--- src/rtl/sst_pkg.sv ---
// sst_pkg: shared types and constants of the sorted set table.
// Used by sst_front, sst_back and sorted_set_table; depends on nothing.
package sst_pkg;

    localparam int CAPACITY    = 16;
    localparam int KEY_W       = 32;
    localparam int FUNC_W      = 2;
    localparam int ECOUNT_W    = 5;
    localparam int COUNT_W     = $clog2(CAPACITY + 1);
    localparam int QUEUE_DEPTH = 4;
    localparam int QPTR_W      = $clog2(QUEUE_DEPTH);
    localparam int QCNT_W      = $clog2(QUEUE_DEPTH + 1);

    localparam logic [FUNC_W-1:0] FUNC_INSERT = 2'd0;
    localparam logic [FUNC_W-1:0] FUNC_REMOVE = 2'd1;
    localparam logic [FUNC_W-1:0] FUNC_SEARCH = 2'd2;

    typedef enum logic [1:0] {
        OP_INSERT,
        OP_REMOVE,
        OP_SEARCH,
        OP_NONE
    } op_t;

    typedef struct packed {
        op_t                     op;
        logic signed [KEY_W-1:0] key;
    } req_t;

endpackage

--- src/rtl/sst_front.sv ---
// sst_front: accepts request beats, decodes the function code and holds
// the decoded requests in a short queue. Depends on sst_pkg.
module sst_front (
    input  logic                            clk,
    input  logic                            rst_n,
    input  logic                            in_valid,
    output logic                            in_stall,
    input  logic [sst_pkg::FUNC_W-1:0]      func,
    input  logic signed [sst_pkg::KEY_W-1:0] key,
    output logic                            q_valid,
    output sst_pkg::req_t                   q_req,
    input  logic                            q_take
);

    sst_pkg::req_t                queue_reg [sst_pkg::QUEUE_DEPTH];
    logic [sst_pkg::QPTR_W-1:0]   wr_ptr_reg;
    logic [sst_pkg::QPTR_W-1:0]   wr_ptr_next;
    logic [sst_pkg::QPTR_W-1:0]   rd_ptr_reg;
    logic [sst_pkg::QPTR_W-1:0]   rd_ptr_next;
    logic [sst_pkg::QCNT_W-1:0]   cnt_reg;
    logic [sst_pkg::QCNT_W-1:0]   cnt_next;
    sst_pkg::req_t                dec_req;
    logic                         push;
    logic                         pop;

    // Classify the function code; the unused code becomes a no-op.
    always_comb
    begin
        dec_req.key = key;
        case (func)
            sst_pkg::FUNC_INSERT: dec_req.op = sst_pkg::OP_INSERT;
            sst_pkg::FUNC_REMOVE: dec_req.op = sst_pkg::OP_REMOVE;
            sst_pkg::FUNC_SEARCH: dec_req.op = sst_pkg::OP_SEARCH;
            default:              dec_req.op = sst_pkg::OP_NONE;
        endcase
    end

    assign in_stall = (cnt_reg == sst_pkg::QCNT_W'(sst_pkg::QUEUE_DEPTH));
    assign q_valid  = (cnt_reg != '0);
    assign q_req    = queue_reg[rd_ptr_reg];
    assign push     = in_valid && !in_stall;
    assign pop      = q_valid && q_take;

    always_comb
    begin
        wr_ptr_next = push ? wr_ptr_reg + 1'b1 : wr_ptr_reg;
        rd_ptr_next = pop ? rd_ptr_reg + 1'b1 : rd_ptr_reg;
        cnt_next    = cnt_reg;
        if (push && !pop)
        begin
            cnt_next = cnt_reg + 1'b1;
        end
        else if (pop && !push)
        begin
            cnt_next = cnt_reg - 1'b1;
        end
    end

    always_ff @(posedge clk or negedge rst_n)
    begin
        if (!rst_n)
        begin
            wr_ptr_reg <= '0;
            rd_ptr_reg <= '0;
            cnt_reg    <= '0;
        end
        else
        begin
            wr_ptr_reg <= wr_ptr_next;
            rd_ptr_reg <= rd_ptr_next;
            cnt_reg    <= cnt_next;
        end
    end

    always_ff @(posedge clk)
    begin
        if (push)
        begin
            queue_reg[wr_ptr_reg] <= dec_req;
        end
    end

endmodule

--- src/rtl/sst_back.sv ---
// sst_back: row of key cells kept in ascending order, compared in parallel,
// shifted on insert and remove; registers one result beat. Depends on sst_pkg.
module sst_back (
    input  logic                           clk,
    input  logic                           rst_n,
    input  logic                           q_valid,
    input  sst_pkg::req_t                  q_req,
    output logic                           q_take,
    output logic                           out_valid,
    input  logic                           out_stall,
    output logic                           success,
    output logic                           full_refused,
    output logic [sst_pkg::ECOUNT_W-1:0]   element_count
);

    logic signed [sst_pkg::KEY_W-1:0] keys_reg  [sst_pkg::CAPACITY];
    logic signed [sst_pkg::KEY_W-1:0] keys_next [sst_pkg::CAPACITY];
    logic signed [sst_pkg::KEY_W-1:0] up_key    [sst_pkg::CAPACITY];
    logic signed [sst_pkg::KEY_W-1:0] down_key  [sst_pkg::CAPACITY];
    logic [sst_pkg::CAPACITY-1:0]     less;
    logic [sst_pkg::CAPACITY-1:0]     equal;
    logic [sst_pkg::CAPACITY-1:0]     at_pos;
    logic [sst_pkg::COUNT_W-1:0]      count_reg;
    logic [sst_pkg::COUNT_W-1:0]      count_next;
    logic                             out_valid_reg;
    logic                             success_reg;
    logic                             refused_reg;
    logic [sst_pkg::ECOUNT_W-1:0]     ecount_reg;
    logic                             held;
    logic                             full;
    logic                             ok;
    logic                             refused;

    assign q_take = q_valid && (!out_valid_reg || !out_stall);

    // Per-cell compare and neighbor taps.
    for (genvar i = 0; i < sst_pkg::CAPACITY; i++)
    begin : g_cell
        logic live;
        assign live     = (sst_pkg::COUNT_W'(i) < count_reg);
        assign less[i]  = live && (keys_reg[i] < q_req.key);
        assign equal[i] = live && (keys_reg[i] == q_req.key);
        if (i == 0)
        begin : g_first
            assign up_key[i] = q_req.key;
            assign at_pos[i] = !less[i];
        end
        else
        begin : g_rest
            assign up_key[i] = keys_reg[i-1];
            assign at_pos[i] = !less[i] && less[i-1];
        end
        if (i == sst_pkg::CAPACITY - 1)
        begin : g_last
            assign down_key[i] = keys_reg[i];
        end
        else
        begin : g_inner
            assign down_key[i] = keys_reg[i+1];
        end
    end

    assign held = |equal;
    assign full = (count_reg == sst_pkg::COUNT_W'(sst_pkg::CAPACITY));

    always_comb
    begin
        keys_next  = keys_reg;
        count_next = count_reg;
        ok         = 1'b0;
        refused    = 1'b0;
        case (q_req.op)
            sst_pkg::OP_INSERT:
            begin
                if (!held)
                begin
                    if (full)
                    begin
                        refused = 1'b1;
                    end
                    else
                    begin
                        // Keep cells below the slot, write the key there, shift the rest up.
                        for (int i = 0; i < sst_pkg::CAPACITY; i++)
                        begin
                            if (at_pos[i])
                            begin
                                keys_next[i] = q_req.key;
                            end
                            else if (!less[i])
                            begin
                                keys_next[i] = up_key[i];
                            end
                        end
                        count_next = count_reg + 1'b1;
                        ok         = 1'b1;
                    end
                end
            end
            sst_pkg::OP_REMOVE:
            begin
                if (held)
                begin
                    // Close the gap: cells from the match upward take their upper neighbor.
                    for (int i = 0; i < sst_pkg::CAPACITY; i++)
                    begin
                        if (!less[i])
                        begin
                            keys_next[i] = down_key[i];
                        end
                    end
                    count_next = count_reg - 1'b1;
                    ok         = 1'b1;
                end
            end
            sst_pkg::OP_SEARCH:
            begin
                ok = held;
            end
            default:
            begin
                ok = 1'b0;
            end
        endcase
    end

    always_ff @(posedge clk or negedge rst_n)
    begin
        if (!rst_n)
        begin
            count_reg     <= '0;
            out_valid_reg <= 1'b0;
        end
        else
        begin
            if (q_take)
            begin
                count_reg     <= count_next;
                out_valid_reg <= 1'b1;
            end
            else if (!out_stall)
            begin
                out_valid_reg <= 1'b0;
            end
        end
    end

    always_ff @(posedge clk)
    begin
        if (q_take)
        begin
            keys_reg    <= keys_next;
            success_reg <= ok;
            refused_reg <= refused;
            ecount_reg  <= sst_pkg::ECOUNT_W'(count_next);
        end
    end

    assign out_valid     = out_valid_reg;
    assign success       = success_reg;
    assign full_refused  = refused_reg;
    assign element_count = ecount_reg;

endmodule

--- src/rtl/sorted_set_table.sv ---
// sorted_set_table: top level of the bounded sorted key set.
// Instantiates sst_front and sst_back; depends on sst_pkg.
//
// Usage:
//   Request channel: in_valid / in_stall with func (insert, remove, search)
//   and a signed 32-bit key. A beat is taken when in_valid is high and
//   in_stall is low. in_stall rises only when the four-entry request queue
//   is full.
//   Result channel: out_valid / out_stall with success, full_refused and
//   element_count (keys held after the request). Exactly one result beat
//   per request beat, in request order.
// A taken request is written into the request queue, then its result is
//   registered in the back end. Throughput: one request per cycle while
//   out_stall is low, set by the parallel compare and shift over all 16 key cells.
// Reset: rst_n clears the queue, the key count (set empty) and the result valid
//   flag; key cells are not cleared, only cells below the count are used.
// Stall: while out_stall is high a pending result beat holds and the back
//   end takes no request while it holds one; the queue absorbs up to four
//   more request beats before in_stall rises.
module sorted_set_table (
    input  logic                             clk,
    input  logic                             rst_n,
    input  logic                             in_valid,
    output logic                             in_stall,
    input  logic [sst_pkg::FUNC_W-1:0]       func,
    input  logic signed [sst_pkg::KEY_W-1:0] key,
    output logic                             out_valid,
    input  logic                             out_stall,
    output logic                             success,
    output logic                             full_refused,
    output logic [sst_pkg::ECOUNT_W-1:0]     element_count
);

    // Decoded request queue between front and back.
    logic          q_valid;
    logic          q_take;
    sst_pkg::req_t q_req;

    // Front: accept and classify request beats, hold them in the queue.
    sst_front u_front (
        .clk      (clk),
        .rst_n    (rst_n),
        .in_valid (in_valid),
        .in_stall (in_stall),
        .func     (func),
        .key      (key),
        .q_valid  (q_valid),
        .q_req    (q_req),
        .q_take   (q_take)
    );

    // Back: search, insert or remove against the key cells, register the result.
    sst_back u_back (
        .clk           (clk),
        .rst_n         (rst_n),
        .q_valid       (q_valid),
        .q_req         (q_req),
        .q_take        (q_take),
        .out_valid     (out_valid),
        .out_stall     (out_stall),
        .success       (success),
        .full_refused  (full_refused),
        .element_count (element_count)
    );

endmodule

--- config.mk ---
export PLATFORM = sky130hd
export DESIGN_NAME = sorted_set_table
export DESIGN_NICKNAME = d
export VERILOG_FILES = /design/src/rtl/sst_pkg.sv /design/src/rtl/sst_front.sv /design/src/rtl/sst_back.sv /design/src/rtl/sorted_set_table.sv
export SDC_FILE = /design/constraint.sdc
export NUM_CORES = 2
export LEC_CHECK = 0
export BUFFER_PORTS_ARGS = -buffer_cell sky130_fd_sc_hd__clkbuf_2
export CAP_MARGIN = 10
export CORE_ASPECT_RATIO = 2
export CORE_MARGIN = 4
export CORE_UTILIZATION = 25
export CTS_BUF_LIST = sky130_fd_sc_hd__clkbuf_16
export DETAILED_ROUTE_END_ITERATION = 12
export GPL_ROUTABILITY_DRIVEN = 0
export PLACE_DENSITY = 0.46
export SKIP_CTS_REPAIR_TIMING = 1
export SLEW_MARGIN = 10
export SYNTH_ARGS = -nofsm -noshare
export SYNTH_HDL_FRONTEND = slang
export SYNTH_HIERARCHICAL = 1
export SYNTH_SLANG_ARGS = --single-unit
--- constraint.sdc ---
create_clock -name clk -period 10.2 [get_ports clk]
set_input_delay 0.51 -clock clk [delete_from_list [all_inputs] [get_ports clk]]
set_output_delay 0.51 -clock clk [all_outputs]
set_load 0.1 [all_outputs]
# Yosys cells after proc, flatten, opt, wreduce, memory -nomap -nowiden
# Memory sizes are Yosys's and may differ from the RTL's.
# Index checks and enable logic that the tools add are counted.
# W data, S select, Z words.
[op_classes] reduce_logical=96 n_mux=66 eq_ne=57 order_cmp=32 bitwise=4 add_sub_neg=6
[op_table] op="$mux W512" count=3
[op_table] op="$mux W32" count=46
[op_table] op="$pmux W512 S2" count=1
[op_table] op="$eq A32 B32 Y1" count=16
[op_table] op="$lt A32 B32 Y1" count=16
[op_table] op="$reduce_and A7 Y1" count=15
[op_table] op="$logic_and A1 B1 Y1" count=52
[op_table] op="$ne A3 B3 Y1 const B" count=14
[op_table] op="$lt A4 B5 Y1 const A" count=8
[op_table] op="$ne A2 B2 Y1 const B" count=19
[op_table] op="$logic_not A1 Y1" count=20
[op_table] op="$lt A3 B5 Y1 const A" count=4
[op_table] op="$reduce_or A17 Y1" count=1
[op_table] op="$reduce_or A16 Y1" count=1
[op_table] op="$mux W5" count=3
[op_table] op="$lt A1 B5 Y1 const A" count=2
[op_table] op="$lt A2 B5 Y1 const A" count=2
[op_table] op="$pmux W5 S2" count=1
[op_table] op="$mux W1" count=8
[op_table] op="$mux W3" count=2
[op_table] op="$pmux W2 S3" count=1
[op_table] op="$reduce_and A6 Y1" count=1
[op_table] op="$add A5 B1 Y5 const B" count=1
[op_table] op="$eq A5 B5 Y1 const B" count=1
[op_table] op="other kinds (14)" count=23
[totals] register_bits=532 output_inout_bits=9 wordCells=286 ramBits=136 inputBits=38 mem_count=1
[memory_table] name="u_front.queue_reg" words=4 word_bits=34 read_ports=1 rd_ports_with_merged_regs=0 wr=1 line_no="sst_front.sv:15" rtl="sst_pkg::req_t queue_reg [sst_pkg::QUEUE_DEPTH];"

# Depth between registers and ports, before layout
# An unclocked memory read counts as a cell.
[logic_depth] ltp_word=9 depth_mapped=15 ltp_nobuf=11

# Hierarchy
# Netlist, hierarchy kept.
[by_module_without_submodules] module="sst_back" instances=1 area_per_inst_um2=39919.5 seq_area_each_um2=15735.1 cells_each=4114
[by_module_without_submodules] module="sst_front" instances=1 area_per_inst_um2=5392.7 seq_area_each_um2=4259.1 cells_each=215

# Worst setup path before layout
# No wires, ideal clock.
[synth_path] path_kind="reg2reg" from="register u_front/rd_ptr_reg[0] (netlist bit)" to="register u_back.keys_reg, in the netlist u_back/down_key[416] (enable)" setup_ns=0.461 stages_incl_launch_ff=14 arrival_ns=5.847 n_path_buf=2 required_ns=9.739 path_slack_ns=3.892 cell_sequence="dfrtp_1 -> buf_6 -> buf_12 -> mux4_2 -> inv_1 -> ha_1 -> nand4_1 -> or4_1 -> or4_1 -> nand4_2 -> o41ai_1 -> nor3_1 -> a31oi_4 -> nor3_1"
[synth_lines] element="start: declaration" line_no="sst_front.sv:18" rtl="logic [sst_pkg::QPTR_W-1:0] rd_ptr_reg;"
[synth_lines] element="start signal: assignment" line_no="sst_front.sv:70" rtl="rd_ptr_reg <= rd_ptr_next;"
[synth_lines] element="end signal: assignment" line_no="sst_back.sv:152" rtl="keys_reg <= keys_next;"
[synth_lines] element="end: declaration" line_no="sst_back.sv:16" rtl="logic signed [sst_pkg::KEY_W-1:0] keys_reg [sst_pkg::CAPACITY];"

==> results.yml <==
synth:
  synth_cell_type_count: 91
  syn_area_sq_mm: 0.0453
  syn-num-nets: 4892
  synth_edf_count: 655
  synth_mux_area_frac: 0.0499
  synthSimpleGateAreaFrac: 0.114
  yosysMostFrequentCell: "edfxtp_1"
  synth_largest_area_cell: "edfxtp_1"
  synth-seq-area-share: 0.441
  synth_compound_area_frac: 0.203
  synthArstFlopShare: 0.0195
  ys_top_cells_by_area: "edfxtp_1, ha_1, a31oi_1"
  synth-xor-area-share: 0.00135
  synthAdderAreaFrac: 0.145
  ys_ff_latch: 668
  ys.flop_type: "edfxtp_1"
  syn_avg_cell_area_sq_um: 10.5
  yosys_warnings: 6
  synthCells: 4329
  synth_top_family_by_area: "compound AO/OA/AOI/OAI gates"
  yosys.area.top_type_share: 0.434
  yosys-top-cells-count: "edfxtp_1, ha_1, clkbuf_1"
outcome:
  run_status: "finished, final reports clean"
global_routing:
  grt_pass1_vias: 36500
  grt_first_pass_wirelength_um: 252000
  antenna_found_initial: 1
  grt_usage: 0.180
  grt_max_degree: 191
  overflow: 0
route:
  vias: 36400
  drc_errors: 0
  wl_per_cell_um: 26.8
  first_pass_iters: 6
  antenna_left: 0
  routed_wl_um: 176000
  via_per_inst: 5.55
  drt-initial-drc-count: 3396
hold_path:
  hold_class: "in2reg"
timing:
  clock_skew_ns: 0.0531
  period_minus_slack_ns: 6.92
  slew_violations: 0
  worst-slew-pin-transition_ns: 1.26
  fmax_ghz: 0.144
  fin_crit_sh: 0.679
  setup_viol_count_final: 0
  max_slew_margin: 0.151
  rsz0062_at_grt: "no"
  tns_ns: 0
  finalHoldViolCount: 0
floorplan:
  die_w_um: 309
  initial_core_util: 0.252
  fp.coreArea_sq_mm: 0.180
  dieArea_sq_mm: 0.189
  die_h_um: 610
  ios: 47
  rows: 220
cts:
  root_buffer: "clkbuf_16"
  clk_pin_slew_ns: 0.07
  cts_buffers: 61
  h-tree-depth: 2
  cts_tree: "done"
  cts_max_path_buffers: 3
  numClockSinks: 668
  clkLatencyLatePin_ns: 0.71
finish:
  drive_above_1_share: 0.0932
  syn_to_final_growth_pct: 10.5
  largest_reg_flops: 480
  fin_area_sq_mm: 0.0501
  num-nets-final: 4754
placement:
  io_buffers: 46
  dpl_cell_area_sq_mm: 0.0482
  hpwl_um: 135000
worst_setup_path:
  critPathTopFamily: "simple AND/OR/NAND/NOR gates"
  criticalPathCategory: "reg2reg"
  arrival_ns: 7.21
  cp-end-kind: "flop"
  worstSetupStartpointType: "flop"
  required_ns: 10.48
  max_stage_delay_ns: 1.08
  cp_slowest_cell: "nor4bb_1"
  cp.buffers_inverters: 2
  worstPathCellList: "mux4_1, inv_1, ha_1, and4_1, nor4bb_1, nand3_1, nand4_1, o41ai_1, nor3_1, a31oi_4, buf_4, nor2_4"
  crit_fanout: 32
job:
  max-cap-violations: 0
-- path summary, 6_finish.rpt --
| kind | from | to | slack [ns] | depth (start not counted) |
|---|---|---|---|---|
| max | u_front/rd_ptr_reg[0] | u_back/down_key[346] | 3.28 | 12 |
| min | key[3] | u_front/queue_reg[3][3] | 0.04 | 1 |
| max reg2reg | u_front/rd_ptr_reg[0] | u_back/down_key[346] | 3.28 | 12 |
| min reg2reg | u_front/cnt_reg[2] | u_front/cnt_reg[2] | 0.48 | 1 |
| max in group asynchronous | rst_n | u_front/rd_ptr_reg[0] | 9.39 | 2 |
| min in group asynchronous | rst_n | u_back/out_valid | 0.33 | 2 |
-- logic make-up (layout without fill, tap and decap cells) --
family          count (synthesis)  in the layout
flops                         668            668
compound gates               1373           1373
buf+inv                       510            417
xor+xnor                        7              7
mux                           176            176
fa+ha+maj                     525            525
simple gates                 1070           1070
other cells                     0              1
-- layer usage --
layer	GRT usage	vias up	share of wire
met4	0.143	0	0.096
li1	-	16700	-
met2	0.351	1288	0.54
met5	0	-	0
met3	0.0105	432	0.033
met1	0.173	18000	0.33
-- stage by stage --
| stage | instances | util | hold WS [ns] | setup slack (ns) |
|---|---|---|---|---|
| floorplan | 4329 | - | 0.214 | 3.89 |
| global placement | 6458 | 0.267 | 0.465 | 2.64 |
| detailed placement | 6458 | 0.268 | 0.474 | 3.25 |
| CTS | 6566 | 0.278 | -0.208 | 3.22 |
| global route | 6568 | 0.278 | 0.0208 | 3.05 |
| finish | 6568 | 0.278 | 0.0389 | 3.28 |
-- cell type report --
| type | count | area (sq um) |
|---|---|---|
| diodes | 1 | 2.50 |
| clock buffers | 62 | 1550 |
| clock inverters | 46 | 345 |
| fillers | 18900 | 130000 |
| inverters | 173 | 657 |
| multi-input cells | 3151 | 23700 |
| flip-flops and latches | 668 | 20000 |
| well taps | 2331 | 2920 |
| repair buffers | 136 | 946 |
-- layout by cell type, fill, tap and decap left out, drive strengths merged, types with 9 or more instances in the layout --
| cell type | instances |
|---|---|
| dfrtp | 13 |
| a31oi | 262 |
| o311ai | 99 |
| buf | 89 |
| clkinv | 30 |
| a21bo | 31 |
| nand2b | 14 |
| nor3 | 28 |
| a211oi | 14 |
| mux2 | 38 |
| nor2b | 58 |
| o21ai | 295 |
| and2 | 9 |
| o211ai | 86 |
| nand4 | 149 |
| nand2 | 281 |
| mux2i | 104 |
| o41ai | 67 |
| inv | 183 |
| ha | 524 |
| nor4 | 11 |
| a2111oi | 10 |
| nand3 | 202 |
| edfxtp | 655 |
| o21a | 12 |
| a2bb2oi | 32 |
| a22oi | 67 |
| nor2 | 260 |
| a21oi | 207 |
| a21o | 99 |
| and4 | 17 |
| clkbuf | 108 |
| mux4 | 34 |
| o31ai | 38 |
-- worst reg2reg max path: stages, from the launching register on --
cell and delay (ns):
dfrtp_2 0.75, mux4_1 0.95, inv_1 0.73, ha_1 0.27, and4_1 0.29, nor4bb_1 1.08, nand3_1 0.34, nand4_1 0.26
o41ai_1 0.18, nor3_1 0.38, a31oi_4 0.04, buf_4 0.30, nor2_4 0.93
Power is left out: the tool's default activity adds up to more than one toggle a clock period on the data nets, which glitch-free logic cannot reach.
